==> config.mk <==
export PLATFORM = sky130hd
export DESIGN_NAME = taq_ctrl
export DESIGN_NICKNAME = d
export VERILOG_FILES = /design/src/taq_pkg.sv /design/src/taq_ctrl.sv
export SDC_FILE = /design/constraint.sdc
export NUM_CORES = 1
export LEC_CHECK = 0
export BUFFER_PORTS_ARGS = -buffer_cell sky130_fd_sc_hd__buf_2
export CORE_AREA = 5 5 42 44
export DETAILED_ROUTE_END_ITERATION = 8
export DIE_AREA = 0 0 47 49
export GPL_TIMING_DRIVEN = 1
export HOLD_SLACK_MARGIN = 0.06
export MAX_ROUTING_LAYER = met4
export PLACE_DENSITY = 0.55
export SLEW_MARGIN = 10
export SYNTH_ARGS = -nofsm -noshare
export SYNTH_HDL_FRONTEND = slang
export SYNTH_SLANG_ARGS = --single-unit
export TNS_END_PERCENT = 30
==> constraint.sdc <==
create_clock -name clk -period 2.77 [get_ports clk]
set_input_delay 0.1385 -clock clk [delete_from_list [all_inputs] [get_ports clk]]
set_output_delay 0.1385 -clock clk [all_outputs]
set_load 0.03 [all_outputs]
==> src/taq_pkg.sv <==
// ----------------------------------------------------------------------------
// taq_pkg
// Shared field widths, action and status codes, controller states and the
// command / status bundles between controller and datapath.
// ----------------------------------------------------------------------------
`default_nettype none

package taq_pkg;

  // Field widths of the item channels
  localparam int ACTION_W     = 2;
  localparam int NODE_FIELD_W = 10;
  localparam int TOTAL_W      = 11;
  localparam int STATUS_W     = 2;

  // Action codes
  localparam logic [ACTION_W-1:0] ACT_BEGIN  = 2'd0;
  localparam logic [ACTION_W-1:0] ACT_ADD    = 2'd1;
  localparam logic [ACTION_W-1:0] ACT_QUERY  = 2'd2;
  localparam logic [ACTION_W-1:0] ACT_IGNORE = 2'd3;

  // Result status codes
  localparam logic [STATUS_W-1:0] STATUS_OK        = 2'd0;
  localparam logic [STATUS_W-1:0] STATUS_RANGE     = 2'd1;
  localparam logic [STATUS_W-1:0] STATUS_MALFORMED = 2'd2;

  // Controller states
  typedef enum logic [2:0] {
    ST_CLEAR,
    ST_IDLE,
    ST_ADD_WR,
    ST_WALK_INIT,
    ST_WALK_DEC,
    ST_WALK_POP,
    ST_WALK_END,
    ST_QRY_OUT
  } ctrl_state_t;

  // Controller to datapath commands
  typedef struct packed {
    logic load;       // input transfer this cycle
    logic clr_step;   // clear one list head and one seen flag
    logic add_wr;     // link child under parent (or flag fault)
    logic walk_init;  // stamp and push the root
    logic push;       // descend into current node
    logic pop_rd;     // pop: read top of stack
    logic pop_fin;    // pop: stamp exit, fetch next sibling
    logic walk_end;   // close walk, check visit count
    logic qry_rd;     // re-read stamps for the held query
    logic qry_out;    // load the result register
  } dp_cmd_t;

  // Datapath to controller status
  typedef struct packed {
    logic clr_last;
    logic need_walk;
    logic push_ok;
    logic sp_zero;
    logic out_free;
  } dp_stat_t;

endpackage

`default_nettype wire

==> src/taq_ctrl.sv <==
// ----------------------------------------------------------------------------
// taq_ctrl
// Sequencer for the ancestor query engine: clear sweep, link insertion,
// depth-first walk steps and result handoff.
// ----------------------------------------------------------------------------
`default_nettype none

module taq_ctrl (
  input  logic                            clk,
  input  logic                            rst_n,
  input  logic                            in_valid,
  input  logic [taq_pkg::ACTION_W-1:0]    in_action,
  output logic                            in_stall,
  input  taq_pkg::dp_stat_t               stat,
  output taq_pkg::dp_cmd_t                cmd
);
  import taq_pkg::*;

  ctrl_state_t state_r, state_nxt;
  logic        accept;

  // State register; reset starts with a clear sweep
  always_ff @(posedge clk) begin
    if (!rst_n) begin
      state_r <= ST_CLEAR;
    end else begin
      state_r <= state_nxt;
    end
  end

  assign in_stall = (state_r != ST_IDLE);
  assign accept   = in_valid && (state_r == ST_IDLE);

  // Next state and commands
  always_comb begin
    state_nxt = state_r;
    cmd       = '0;
    cmd.load  = accept;
    unique case (state_r)
      ST_CLEAR: begin
        cmd.clr_step = 1'b1;
        if (stat.clr_last) state_nxt = ST_IDLE;
      end
      ST_IDLE: begin
        if (accept) begin
          unique case (in_action)
            ACT_BEGIN:  state_nxt = ST_CLEAR;
            ACT_ADD:    state_nxt = ST_ADD_WR;
            ACT_QUERY:  state_nxt = stat.need_walk ? ST_WALK_INIT : ST_QRY_OUT;
            ACT_IGNORE: state_nxt = ST_IDLE;
            default:    state_nxt = ST_IDLE;
          endcase
        end
      end
      ST_ADD_WR: begin
        cmd.add_wr = 1'b1;
        state_nxt  = ST_IDLE;
      end
      ST_WALK_INIT: begin
        cmd.walk_init = 1'b1;
        state_nxt     = ST_WALK_DEC;
      end
      ST_WALK_DEC: begin
        if (stat.push_ok) begin
          cmd.push = 1'b1;
        end else begin
          cmd.pop_rd = 1'b1;
          state_nxt  = ST_WALK_POP;
        end
      end
      ST_WALK_POP: begin
        cmd.pop_fin = 1'b1;
        state_nxt   = stat.sp_zero ? ST_WALK_END : ST_WALK_DEC;
      end
      ST_WALK_END: begin
        cmd.walk_end = 1'b1;
        cmd.qry_rd   = 1'b1;
        state_nxt    = ST_QRY_OUT;
      end
      ST_QRY_OUT: begin
        if (stat.out_free) begin
          cmd.qry_out = 1'b1;
          state_nxt   = ST_IDLE;
        end
      end
      default: state_nxt = ST_CLEAR;
    endcase
  end

endmodule

`default_nettype wire

==> impl_results.rst, run 1 <==
.. list-table::
   :header-rows: 1

   * - Metric
     - Value
   * - Outcome
     - complete, no violations
   * - Fin cells
     - 83
   * - Setup bufs post-CTS
     - 0
   * - Cell count after placement
     - 79
   * - RSZ-0062 raised after global routing
     - false
   * - Switching part of the total
     - 0.357
   * - Number of global-route vias before repair
     - 334
   * - Flip-flop and latch count after synthesis
     - 3
   * - Power per Cell Area
     - 411 mW/mm2
   * - Final-layout setup total negative slack
     - 0 ns
   * - Critical Path Max Stage Delay
     - 0.59 ns
   * - Post-route minimum period
     - 1.64 ns
   * - Routability-driven placement congestion ratio
     - 0.688
   * - Clock tree root driver cell
     - clkbuf_4
   * - Worst reg2reg path depth
     - 4
   * - Seq/Total Area, Yosys
     - 0.173
   * - Slew Limit Fails
     - 0
   * - Number of hold violations in the final report
     - 0
   * - CP max-delay cell
     - dfxtp_1
   * - Share of power burned in the clock network
     - 0.429
   * - Clock sinks
     - 3
   * - Register Area
     - 60.1 um2
   * - Required arrival time at the worst endpoint
     - 2.90 ns
   * - Number of H-tree levels
     - 1
   * - Kind of start point of the critical path
     - register
   * - Syn Inst Count
     - 48
   * - Buffer and inverter count on the worst path
     - 0
   * - Core ar.
     - 0.00140 mm2
   * - Wire length of the first global-routing pass
     - 1.39 mm
   * - Number of nets with antenna violations after routing
     - 0
   * - Number of input and output port buffers inserted
     - 20
   * - Worst Setup Path Type
     - register to register
   * - Ordered list of cells on the worst path
     - nor2b_1 > a2111oi_2 > a311oi_1 > o221a_1
   * - Total Power Consumption
     - 0.190 mW
   * - Highest net fanout along the worst path
     - 14
   * - Setup violators final
     - 0
   * - Hold Crit Depth
     - 2
   * - Most common cell after layout, fill and taps aside
     - buf_2
   * - Starting DRC count in detailed routing
     - 7
   * - Slew at the pin with the worst max-slew slack
     - 0.498 ns
   * - Die Outline Area
     - 0.00230 mm2
   * - Clock tree skew after final layout
     - 0.00913 ns
   * - Synthesized area divided by synthesized cell count
     - 7.22 um2
   * - Syn Nets
     - 61
   * - Warnings from Yosys
     - 0
   * - Register clock-pin slew on the reported worst setup and hold paths
     - 0.04 ns
   * - Commonest non-fill, non-tap cells in the layout
     - 20 x buf_2, 6 x nand2_1, 6 x nor2_1
   * - Number of antenna violations at the first check in global routing
     - 0
   * - Levels on crit path
     - 4
   * - Min setup slack post-route
     - 1.13 ns
   * - Routed vias/inst
     - 4.84
   * - Classification of the worst-slack hold path
     - input pin to register
   * - Starting density of the core
     - 0.247
   * - Arrival time at the worst endpoint
     - 1.78 ns
   * - Gates resized, CTS repair
     - 0
   * - Gate power share
     - 0.274
   * - Registers with the most flip-flops
     - state_r x3
   * - Die outline width
     - 47 um
   * - Category of cells accounting for the largest share of critical-path delay
     - compound AO/OA/AOI/OAI gates
   * - TritonCTS Buffers
     - 3
   * - Capturing instance or port of the critical path
     - state_r[1]
   * - # nets final
     - 81
   * - Relative slew slack
     - 0.668
   * - Maximum number of buffers from clock root to sink
     - 2
   * - Maximum ir drop on the vdd rail
     - 0.000112 V
   * - Pin count of the biggest net entering global routing
     - 17
   * - Antenna diodes
     - 0
   * - Number of buffers added to fix hold violations after cts
     - 0
   * - Overall global routing resource usage
     - 0.0837
   * - Leakage component of the power
     - 0.245 nW
   * - Clock tree from TritonCTS
     - done
   * - Residual overflow from global routing
     - 0
   * - Largest register FFs
     - 3
   * - Internal Power
     - 0.122 mW
   * - Final wirelength
     - 864 um
   * - Fmax
     - 609 MHz
   * - Number of DRC violations after detailed routing
     - 0
   * - Routed wire length per instance
     - 10.4 um
   * - Net switching power
     - 0.0678 mW
   * - Clk_lat worst skew
     - 0.24 ns
   * - First-pass iteration count of the detailed router
     - 4
   * - Area of the mapped netlist
     - 347 um2
   * - Layout overhead on the synthesized area
     - 33.2%
   * - Total area of multi-input combinational cells
     - 236 um2
   * - Sequential power share
     - 0.297
   * - Post-route fraction of the period consumed by the critical path
     - 0.593
   * - Critical path capture point type
     - register
   * - Worst slack on hold paths
     - 0.166 ns
   * - Count of filler cells inserted in the layout
     - 154
   * - Flop-to-flop setup slack
     - 1.13 ns
   * - Register name with the most flops
     - state_r
   * - Top-level port count
     - 21
   * - Worst setup slack after placement
     - 1.15 ns
   * - Crit. Startpoint
     - state_r[2]
   * - # Max-Cap Violations
     - 0
   * - Number of core rows
     - 14
   * - Total number of vias
     - 402
   * - Floorplan die height
     - 49 um
   * - Share of cells above drive strength 1
     - 0.358
   * - Startpoint of the most critical register-to-register path
     - state_r[2]
   * - Synth cell types
     - 21
   * - Crit Reg-Reg Endpoint
     - state_r[1]
==> cells in the mapped netlist <==
cell | instances | area [um2]
nand3_1 | 2 | 10.0
inv_1 | 5 | 18.8
nand2_1 | 6 | 22.5
ha_1 | 3 | 37.5
a21oi_1 | 3 | 15.0
nor4b_1 | 2 | 17.5
a311oi_1 | 1 | 8.76
or3_1 | 1 | 6.26
buf_4 | 3 | 22.5
buf_2 | 1 | 5.00
nor3_1 | 1 | 5.00
mux2i_1 | 2 | 20.0
nor2_1 | 6 | 22.5
and3b_1 | 1 | 8.76
a2111oi_2 | 1 | 15.0
dfxtp_1 | 3 | 60.1
o31ai_1 | 1 | 7.51
nor3b_1 | 3 | 22.5
o221a_1 | 1 | 11.3
nor2b_1 | 1 | 6.26
clkbuf_1 | 1 | 3.75
==> logic make-up after synthesis <==
kind of cell	count (synthesis)	share of synthesized area
buf+inv	10	0.144
flops	3	0.173
mux	2	0.0578
fa+ha+maj	3	0.108
simple gates	23	0.350
compound gates	7	0.166
==> how the worst min path moves through the flow <==
stage                 endpoint  slack (ns)  start
global route        state_r[1]        0.16  rst_n
finish              state_r[1]        0.17  rst_n
CTS                 state_r[1]        0.16  rst_n
floorplan           state_r[1]        0.28  rst_n
detailed placement  state_r[1]        0.42  rst_n
global placement    state_r[1]        0.42  rst_n
==> layer usage <==
| layer | vias to the layer above | wire (um) | global-route usage |
|---|---|---|---|
| li1 | 202 | - | - |
| met1 | 174 | 353 | 0.105 |
| met2 | 24 | 399 | 0.113 |
| met3 | 2 | 96 | 0.0332 |
| met4 | 0 | 14 | 0.0415 |
| met5 | - | 0 | - |
==> power groups by stage <==
stage	Combinational (mW)	Clock [mW]	Sequential [mW]
floorplan	0.0435	0	0.0501
global placement	0.0519	0	0.0568
detailed placement	0.0523	0	0.0569
global route	0.0575	0.0877	0.0577
CTS	0.0524	0.0835	0.0562
finish	0.0519	0.0814	0.0564
==> layout make-up <==
cell class              count  area share
repair buffers             20       0.217
well taps                  16      0.0434
multi-input cells          35       0.512
inverters                   5      0.0407
clock buffers               4      0.0569
flip-flops and latches      3       0.130
==> stage by stage <==
step                area (um2)   util
floorplan                  347      -
global placement           435  0.311
detailed placement         435  0.311
CTS                        462  0.329
global route               462  0.329
finish                     462  0.329
==> worst reg2reg max path, stage by stage, from the launching register on <==
cell and delay [ns]:
dfxtp_1 0.59, nor2b_1 0.11, a2111oi_2 0.43, a311oi_1 0.13, o221a_1 0.28
No activity file was read; power rests on OpenSTA's default activity.
==> inputs of run 2 (changes only) <==
--- a/config.mk
+++ b/config.mk
@@ -12,7 +12,7 @@
 export GPL_TIMING_DRIVEN = 1
 export HOLD_SLACK_MARGIN = 0.06
 export MAX_ROUTING_LAYER = met4
-export PLACE_DENSITY = 0.55
+export PLACE_DENSITY = 0.57
 export SLEW_MARGIN = 10
 export SYNTH_ARGS = -nofsm -noshare
 export SYNTH_HDL_FRONTEND = slang
==> constraint.sdc (replaced) <==
create_clock -name clk -period 1.4 [get_ports clk]
set_input_delay 0.07 -clock clk [delete_from_list [all_inputs] [get_ports clk]]
set_output_delay 0.07 -clock clk [all_outputs]
set_load 0.03 [all_outputs]
==> impl_results.rst, run 2 (synthesis gave the netlist of run 1 again) <==
.. list-table::
   :header-rows: 1

   * - Metric
     - Value
   * - Outcome
     - complete, no violations
   * - Number of H-tree levels
     - 1 (unchanged)
   * - Critical path capture point type
     - output port
   * - Die outline width
     - 47 um (unchanged)
   * - Number of core rows
     - 14 (unchanged)
   * - Share of power burned in the clock network
     - 0.402 (-0.027)
   * - Slew Limit Fails
     - 0 (unchanged)
   * - Sequential power share
     - 0.256 (-0.041)
   * - Registers with the most flip-flops
     - state_r x3
   * - Fmax
     - 749 MHz
   * - Final standard cell area without fillers
     - 517 um2 (+12%)
   * - Startpoint of the most critical register-to-register path
     - state_r[1]
   * - Core ar.
     - 0.00140 mm2 (unchanged)
   * - Final core utilization
     - 0.369 (+0.0393)
   * - First-pass iteration count of the detailed router
     - 4 (unchanged)
   * - Number of hold violations in the final report
     - 0 (unchanged)
   * - Pin count of the biggest net entering global routing
     - 15 (-2)
   * - Number of global-route vias before repair
     - 342 (+2.4%)
   * - # nets final
     - 85 (+4.9%)
   * - Gate power share
     - 0.342 (+0.068)
   * - Largest register FFs
     - 3 (unchanged)
   * - Hold Crit Depth
     - 2 (unchanged)
   * - Clock tree from TritonCTS
     - done
   * - Starting DRC count in detailed routing
     - 9 (+2)
   * - Residual overflow from global routing
     - 0 (unchanged)
   * - Share of cells above drive strength 1
     - 0.451 (+0.0925)
   * - Commonest non-fill, non-tap cells in the layout
     - 18 x buf_2, 6 x nand2_1, 6 x nor2_1, 6 x buf_4, 5 x inv_1
   * - Clock tree root driver cell
     - clkbuf_4
   * - Classification of the worst-slack hold path
     - input pin to register
   * - Clock sinks
     - 3 (unchanged)
   * - Floorplan die height
     - 49 um (unchanged)
   * - Clk_lat worst skew
     - 0.24 ns (about the same)
   * - Routed wire length per instance
     - 10.2 um (-1.8%)
   * - TritonCTS Buffers
     - 3 (unchanged)
   * - Post-route fraction of the period consumed by the critical path
     - 0.954
   * - Worst Setup Path Type
     - register to output port
   * - Highest net fanout along the worst path
     - 7 (-7)
   * - Net switching power
     - 0.134 mW (+98%)
   * - Hold path start
     - rst_n
   * - Maximum number of buffers from clock root to sink
     - 2 (unchanged)
   * - Switching part of the total
     - 0.348 (-0.00930)
   * - Post-route minimum period
     - 1.34 ns
   * - Worst reg2reg path depth
     - 4 (unchanged)
   * - CP max-delay cell
     - dfxtp_1
   * - Leakage component of the power
     - 0.270 nW (+10%)
   * - Internal Power
     - 0.252 mW (+110%)
   * - Number of nets with antenna violations after routing
     - 0 (unchanged)
   * - Top-level port count
     - 21 (unchanged)
   * - Wire length of the first global-routing pass
     - 1.34 mm (-3.5%)
   * - Number of DRC violations after detailed routing
     - 0 (unchanged)
   * - Routed vias/inst
     - 4.66 (-3.9%)
   * - Worst setup slack after placement
     - 0.00421 ns (-1.14 ns)
   * - Most common cell after layout, fill and taps aside
     - buf_2
   * - Min setup slack post-route
     - 0.0646 ns (-1.06 ns)
   * - Critical Path Max Stage Delay
     - 0.45 ns (-0.14 ns)
   * - Cell count after placement
     - 83 (+5.1%)
   * - Ordered list of cells on the worst path
     - buf_4 > nor3b_1 > buf_2
   * - Post-detailed-placement cell area
     - 465 um2 (+6.9%)
   * - Count of filler cells inserted in the layout
     - 165 (+7.1%)
   * - Total number of vias
     - 405 (+0.75%)
   * - Power per Cell Area
     - 748 mW/mm2 (+82%)
   * - Number of antenna violations at the first check in global routing
     - 0 (unchanged)
   * - Overall global routing resource usage
     - 0.0801 (-0.00361)
   * - Final-layout setup total negative slack
     - 0 ns (unchanged)
   * - Slew at the pin with the worst max-slew slack
     - 0.396 ns (-0.102 ns)
   * - Die Outline Area
     - 0.00230 mm2 (unchanged)
   * - Sum of net half-perimeters after detailed placement
     - 711 um
   * - Layout overhead on the synthesized area
     - 49.1%
   * - Kind of start point of the critical path
     - register
   * - Flop-to-flop setup slack
     - 0.12 ns (-1.01 ns)
   * - Antenna diodes
     - 0 (unchanged)
   * - Number of buffers added to fix hold violations after cts
     - 0 (unchanged)
   * - RSZ-0062 raised after global routing
     - true
   * - # Max-Cap Violations
     - 0 (unchanged)
   * - Fin cells
     - 87 (+4.8%)
   * - Maximum ir drop on the vdd rail
     - 0.000260 V (+130%)
   * - Hold Path End
     - state_r[1]
   * - Required arrival time at the worst endpoint
     - 1.33 ns (-1.57 ns)
   * - Relative slew slack
     - 0.735 (+0.0678)
   * - Register Area
     - 61.3 um2 (+2.1%)
   * - Clock tree skew after final layout
     - 0.00501 ns (-0.00413 ns)
   * - Final wirelength
     - 889 um (+2.9%)
   * - Number of input and output port buffers inserted
     - 20 (unchanged)
   * - Crit Reg-Reg Endpoint
     - state_r[1]
   * - Routability-driven placement congestion ratio
     - 0.716 (+4.0%)
   * - Register name with the most flops
     - state_r
   * - Starting density of the core
     - 0.247 (unchanged)
   * - Setup bufs post-CTS
     - 0 (unchanged)
   * - Total area of multi-input combinational cells
     - 255 um2 (+7.9%)
   * - Arrival time at the worst endpoint
     - 1.27 ns (-0.51 ns)
   * - Setup violators final
     - 0 (unchanged)
   * - Register clock-pin slew on the reported worst setup and hold paths
     - 0.04 ns (about the same)
==> run 2: layer usage <==
metal | vias up | GRT usage | part of all wire
li1 | 209 | - | -
met1 | 175 | 0.0833 | 0.40
met2 | 19 | 0.131 | 0.50
met3 | 2 | 0.0111 | 0.073
met4 | 0 | 0.0553 | 0.019
met5 | - | - | 0
==> run 2: layout make-up <==
class,instances,share of cell area
timing repair buffer,24,0.262
multi-input combinational,35,0.494
sequential,3,0.119
inverter,5,0.0363
tap,16,0.0387
clock buffer,4,0.0508
==> run 2: power by group through the flow <==
stage / clock, mW / sequential (mW) / combinational, mW
3_5_place_dp: 0 / 0.0995 / 0.126
4_1_cts: 0.152 / 0.0985 / 0.127
3_3_place_gp: 0 / 0.0996 / 0.125
5_1_grt: 0.175 / 0.0999 / 0.146
6_report: 0.155 / 0.0989 / 0.132
2_1_floorplan: 0 / 0.0991 / 0.0861
==> run 2: worst max-delay path by stage <==
stage | endpoint | slack [ns] | depth (start not counted) | start
2_1_floorplan | cmd[4] | -0.31 | 2 | state_r[0]
3_3_place_gp | state_r[1] | 0.05 | 4 | state_r[2]
3_5_place_dp | state_r[1] | 0.004 | 4 | state_r[2]
4_1_cts | cmd[4] | 0.05 | 3 | state_r[1]
5_1_grt | cmd[9] | -0.03 | 4 | state_r[1]
6_report | cmd[7] | 0.06 | 3 | state_r[1]
==> run 2: repair_timing <==
action,in CTS,in global routing
gates resized for setup,1,5
pin swaps,0,1
setup endpoints to repair,1,4
==> run 2: stage by stage <==
step	hold WS [ns]	power (mW)
final	0.104	0.386
after global routing	0.104	0.421
after global placement	0.353	0.224
after detailed placement	0.350	0.226
after floorplan	0.212	0.185
after CTS	0.107	0.378
==> run 2: worst max-delay path: cells and delay by family (launching register included) <==
family	cells	cell delay, ns
buf+inv	2	0.41
simple gates	1	0.16
flops	1	0.45
==> inputs of run 3 (changes only) <==
--- a/config.mk
+++ b/config.mk
@@ -12,7 +12,7 @@
 export GPL_TIMING_DRIVEN = 1
 export HOLD_SLACK_MARGIN = 0.06
 export MAX_ROUTING_LAYER = met4
-export PLACE_DENSITY = 0.57
+export PLACE_DENSITY = 0.55
 export SLEW_MARGIN = 10
 export SYNTH_ARGS = -nofsm -noshare
 export SYNTH_HDL_FRONTEND = slang
==> constraint.sdc (replaced) <==
create_clock -name clk -period 1.5 [get_ports clk]
set_input_delay 0.075 -clock clk [delete_from_list [all_inputs] [get_ports clk]]
set_output_delay 0.075 -clock clk [all_outputs]
set_load 0.03 [all_outputs]
==> impl_results.rst, run 3 (synthesis gave the netlist of run 1 again) <==
.. list-table::
   :header-rows: 1

   * - Metric
     - Value
   * - TritonCTS Buffers
     - 3 (unchanged)
   * - Number of buffers added to fix hold violations after cts
     - 0 (unchanged)
   * - # Max-Cap Violations
     - 0 (unchanged)
   * - Floorplan die height
     - 49 um (unchanged)
   * - Hold Path End
     - state_r[1]
   * - Die Outline Area
     - 0.00230 mm2 (unchanged)
   * - Crit Reg-Reg Endpoint
     - state_r[1]
   * - Clock tree root driver cell
     - clkbuf_4
   * - Classification of the worst-slack hold path
     - input pin to register
   * - Number of global-route vias before repair
     - 344 (+0.58%)
   * - Register name with the most flops
     - state_r
   * - Outcome
     - complete, no violations
   * - Kind of start point of the critical path
     - register
   * - Flop-to-flop setup slack
     - 0.12 ns (about the same)
   * - Number of H-tree levels
     - 1 (unchanged)
   * - Post-route fraction of the period consumed by the critical path
     - 0.925
   * - Number of nets with antenna violations after routing
     - 0 (unchanged)
   * - Final core utilization
     - 0.347 (-0.0214)
   * - CP max-delay cell
     - dfxtp_1
   * - Critical path capture point type
     - output port
   * - Total Power Consumption
     - 0.352 mW (-8.9%)
   * - Met3 wire len
     - 63 um (-3.1%)
   * - Power per Cell Area
     - 724 mW/mm2 (-3.2%)
   * - Routed metal-1 wire length
     - 370 um (+2.8%)
   * - Overall global routing resource usage
     - 0.0807 (+0.000605)
   * - Fin cells
     - 86 (-1.1%)
   * - Largest register FFs
     - 3 (unchanged)
   * - Maximum ir drop on the vdd rail
     - 0.000513 V (+98%)
   * - Relative slew slack
     - 0.722 (-0.0137)
   * - Setup violators final
     - 0 (unchanged)
   * - Slew Limit Fails
     - 0 (unchanged)
   * - Buffer and inverter count on the worst path
     - 1 (-1)
   * - Leakage component of the power
     - 0.262 nW (-2.9%)
   * - Registers with the most flip-flops
     - state_r x3
   * - # nets final
     - 84 (-1.2%)
   * - Wire length of the first global-routing pass
     - 1.34 mm (unchanged)
   * - Core ar.
     - 0.00140 mm2 (unchanged)
   * - Residual overflow from global routing
     - 0 (unchanged)
   * - Maximum number of buffers from clock root to sink
     - 2 (unchanged)
   * - Required arrival time at the worst endpoint
     - 1.42 ns (+0.09 ns)
   * - Starting density of the core
     - 0.247 (unchanged)
   * - Die outline width
     - 47 um (unchanged)
   * - Routed wire length on met2
     - 393 um (-12%)
   * - Register clock-pin slew on the reported worst setup and hold paths
     - 0.04 ns (about the same)
   * - Hold path start
     - rst_n
   * - Number of core rows
     - 14 (unchanged)
   * - Number of input and output port buffers inserted
     - 20 (unchanged)
   * - Worst reg2reg path depth
     - 4 (unchanged)
   * - Antenna diodes
     - 0 (unchanged)
   * - Category of cells accounting for the largest share of critical-path delay
     - flip-flops
   * - Routed wire length per instance
     - 9.63 um (-5.8%)
   * - Fmax
     - 721 MHz
   * - Highest net fanout along the worst path
     - 12 (+5)
   * - First-pass iteration count of the detailed router
     - 3 (-1)
   * - Clk_lat worst skew
     - 0.23 ns (about the same)
   * - Sum of net half-perimeters after detailed placement
     - 686 um (-3.5%)
   * - Layout overhead on the synthesized area
     - 40.4%
   * - Number of DRC violations after detailed routing
     - 0 (unchanged)
   * - Cell count after placement
     - 82 (-1.2%)
   * - Clock tree from TritonCTS
     - done
   * - Slew at the pin with the worst max-slew slack
     - 0.417 ns (+0.0208 ns)
   * - Final wirelength
     - 828 um (-6.9%)
   * - Total number of vias
     - 380 (-6.2%)
   * - Clock sinks
     - 3 (unchanged)
   * - Top-level port count
     - 21 (unchanged)
   * - Commonest non-fill, non-tap cells in the layout
     - 20 x buf_2, 6 x nand2_1, 5 x inv_1, 5 x nor2_1
   * - Count of filler cells inserted in the layout
     - 164 (-0.61%)
   * - Highest signal layer in the routed design
     - met3
   * - Clock tree skew after final layout
     - 0.00277 ns (-0.00224 ns)
   * - Number of antenna violations at the first check in global routing
     - 0 (unchanged)
   * - Most common cell after layout, fill and taps aside
     - buf_2
   * - Startpoint of the most critical register-to-register path
     - state_r[2]
   * - Number of hold violations in the final report
     - 0 (unchanged)
   * - Hold Crit Depth
     - 2 (unchanged)
   * - Critical Path Max Stage Delay
     - 0.57 ns (+0.12 ns)
   * - Routability-driven placement congestion ratio
     - 0.722 (+0.84%)
   * - Share of cells above drive strength 1
     - 0.400 (-0.0507)
   * - Ordered list of cells on the worst path
     - nand3_1 > nor2_1 > buf_2
   * - Post-route minimum period
     - 1.39 ns
   * - Starting DRC count in detailed routing
     - 5 (-4)
   * - RSZ-0062 raised after global routing
     - false
   * - Worst Setup Path Type
     - register to output port
   * - Routed vias/inst
     - 4.42 (-5.1%)
   * - Pin count of the biggest net entering global routing
     - 13 (-2)
   * - Arrival time at the worst endpoint
     - 1.31 ns (+0.04 ns)
-- run 3: report_power, final --
group          switching, mW  leakage [nW]  internal (mW)
Clock                 0.0455        0.0150         0.0999
Combinational         0.0635         0.222         0.0457
Sequential            0.0121        0.0246         0.0853
-- run 3: layout make-up --
cell class / count / area, um2 / share of cell area
sequential: 3 / 60.1 / 0.123
tap: 16 / 20.0 / 0.0411
clock buffer: 4 / 26.3 / 0.0540
timing repair buffer: 23 / 123 / 0.252
multi-input combinational: 35 / 239 / 0.491
inverter: 5 / 18.8 / 0.0386
-- run 3: worst max path at each step --
stage / from / end / cells past startpoint
after floorplan: state_r[0] / cmd[4] / 2
after global placement: state_r[1] / state_r[2] / 3
after detailed placement: state_r[2] / state_r[1] / 4
after CTS: state_r[2] / state_r[1] / 4
after global routing: state_r[2] / cmd[4] / 3
final: state_r[1] / cmd[0] / 3
-- run 3: timing repair --
item / CTS / global route
resized for setup: 0 / 1
buffers inserted: 0 / 0
setup endpoints to repair: 0 / 1
-- run 3: metrics by stage --
step                TNS (ns)  worst slack (ns)  hold slack [ns]  cell area [um2]
global placement           0             0.136            0.358              458
detailed placement         0             0.107            0.356              458
global route               0            0.0141            0.117              487
finish                     0             0.113            0.112              487
floorplan             -0.427            -0.214            0.217              347
CTS                        0             0.102            0.102              484
-- run 3: routing by layer --
layer | up-vias | GRT usage
met5 | - | -
met4 | 0 | 0.0415
met3 | 0 | 0.0332
met2 | 12 | 0.115
met1 | 161 | 0.0939
li1 | 207 | -
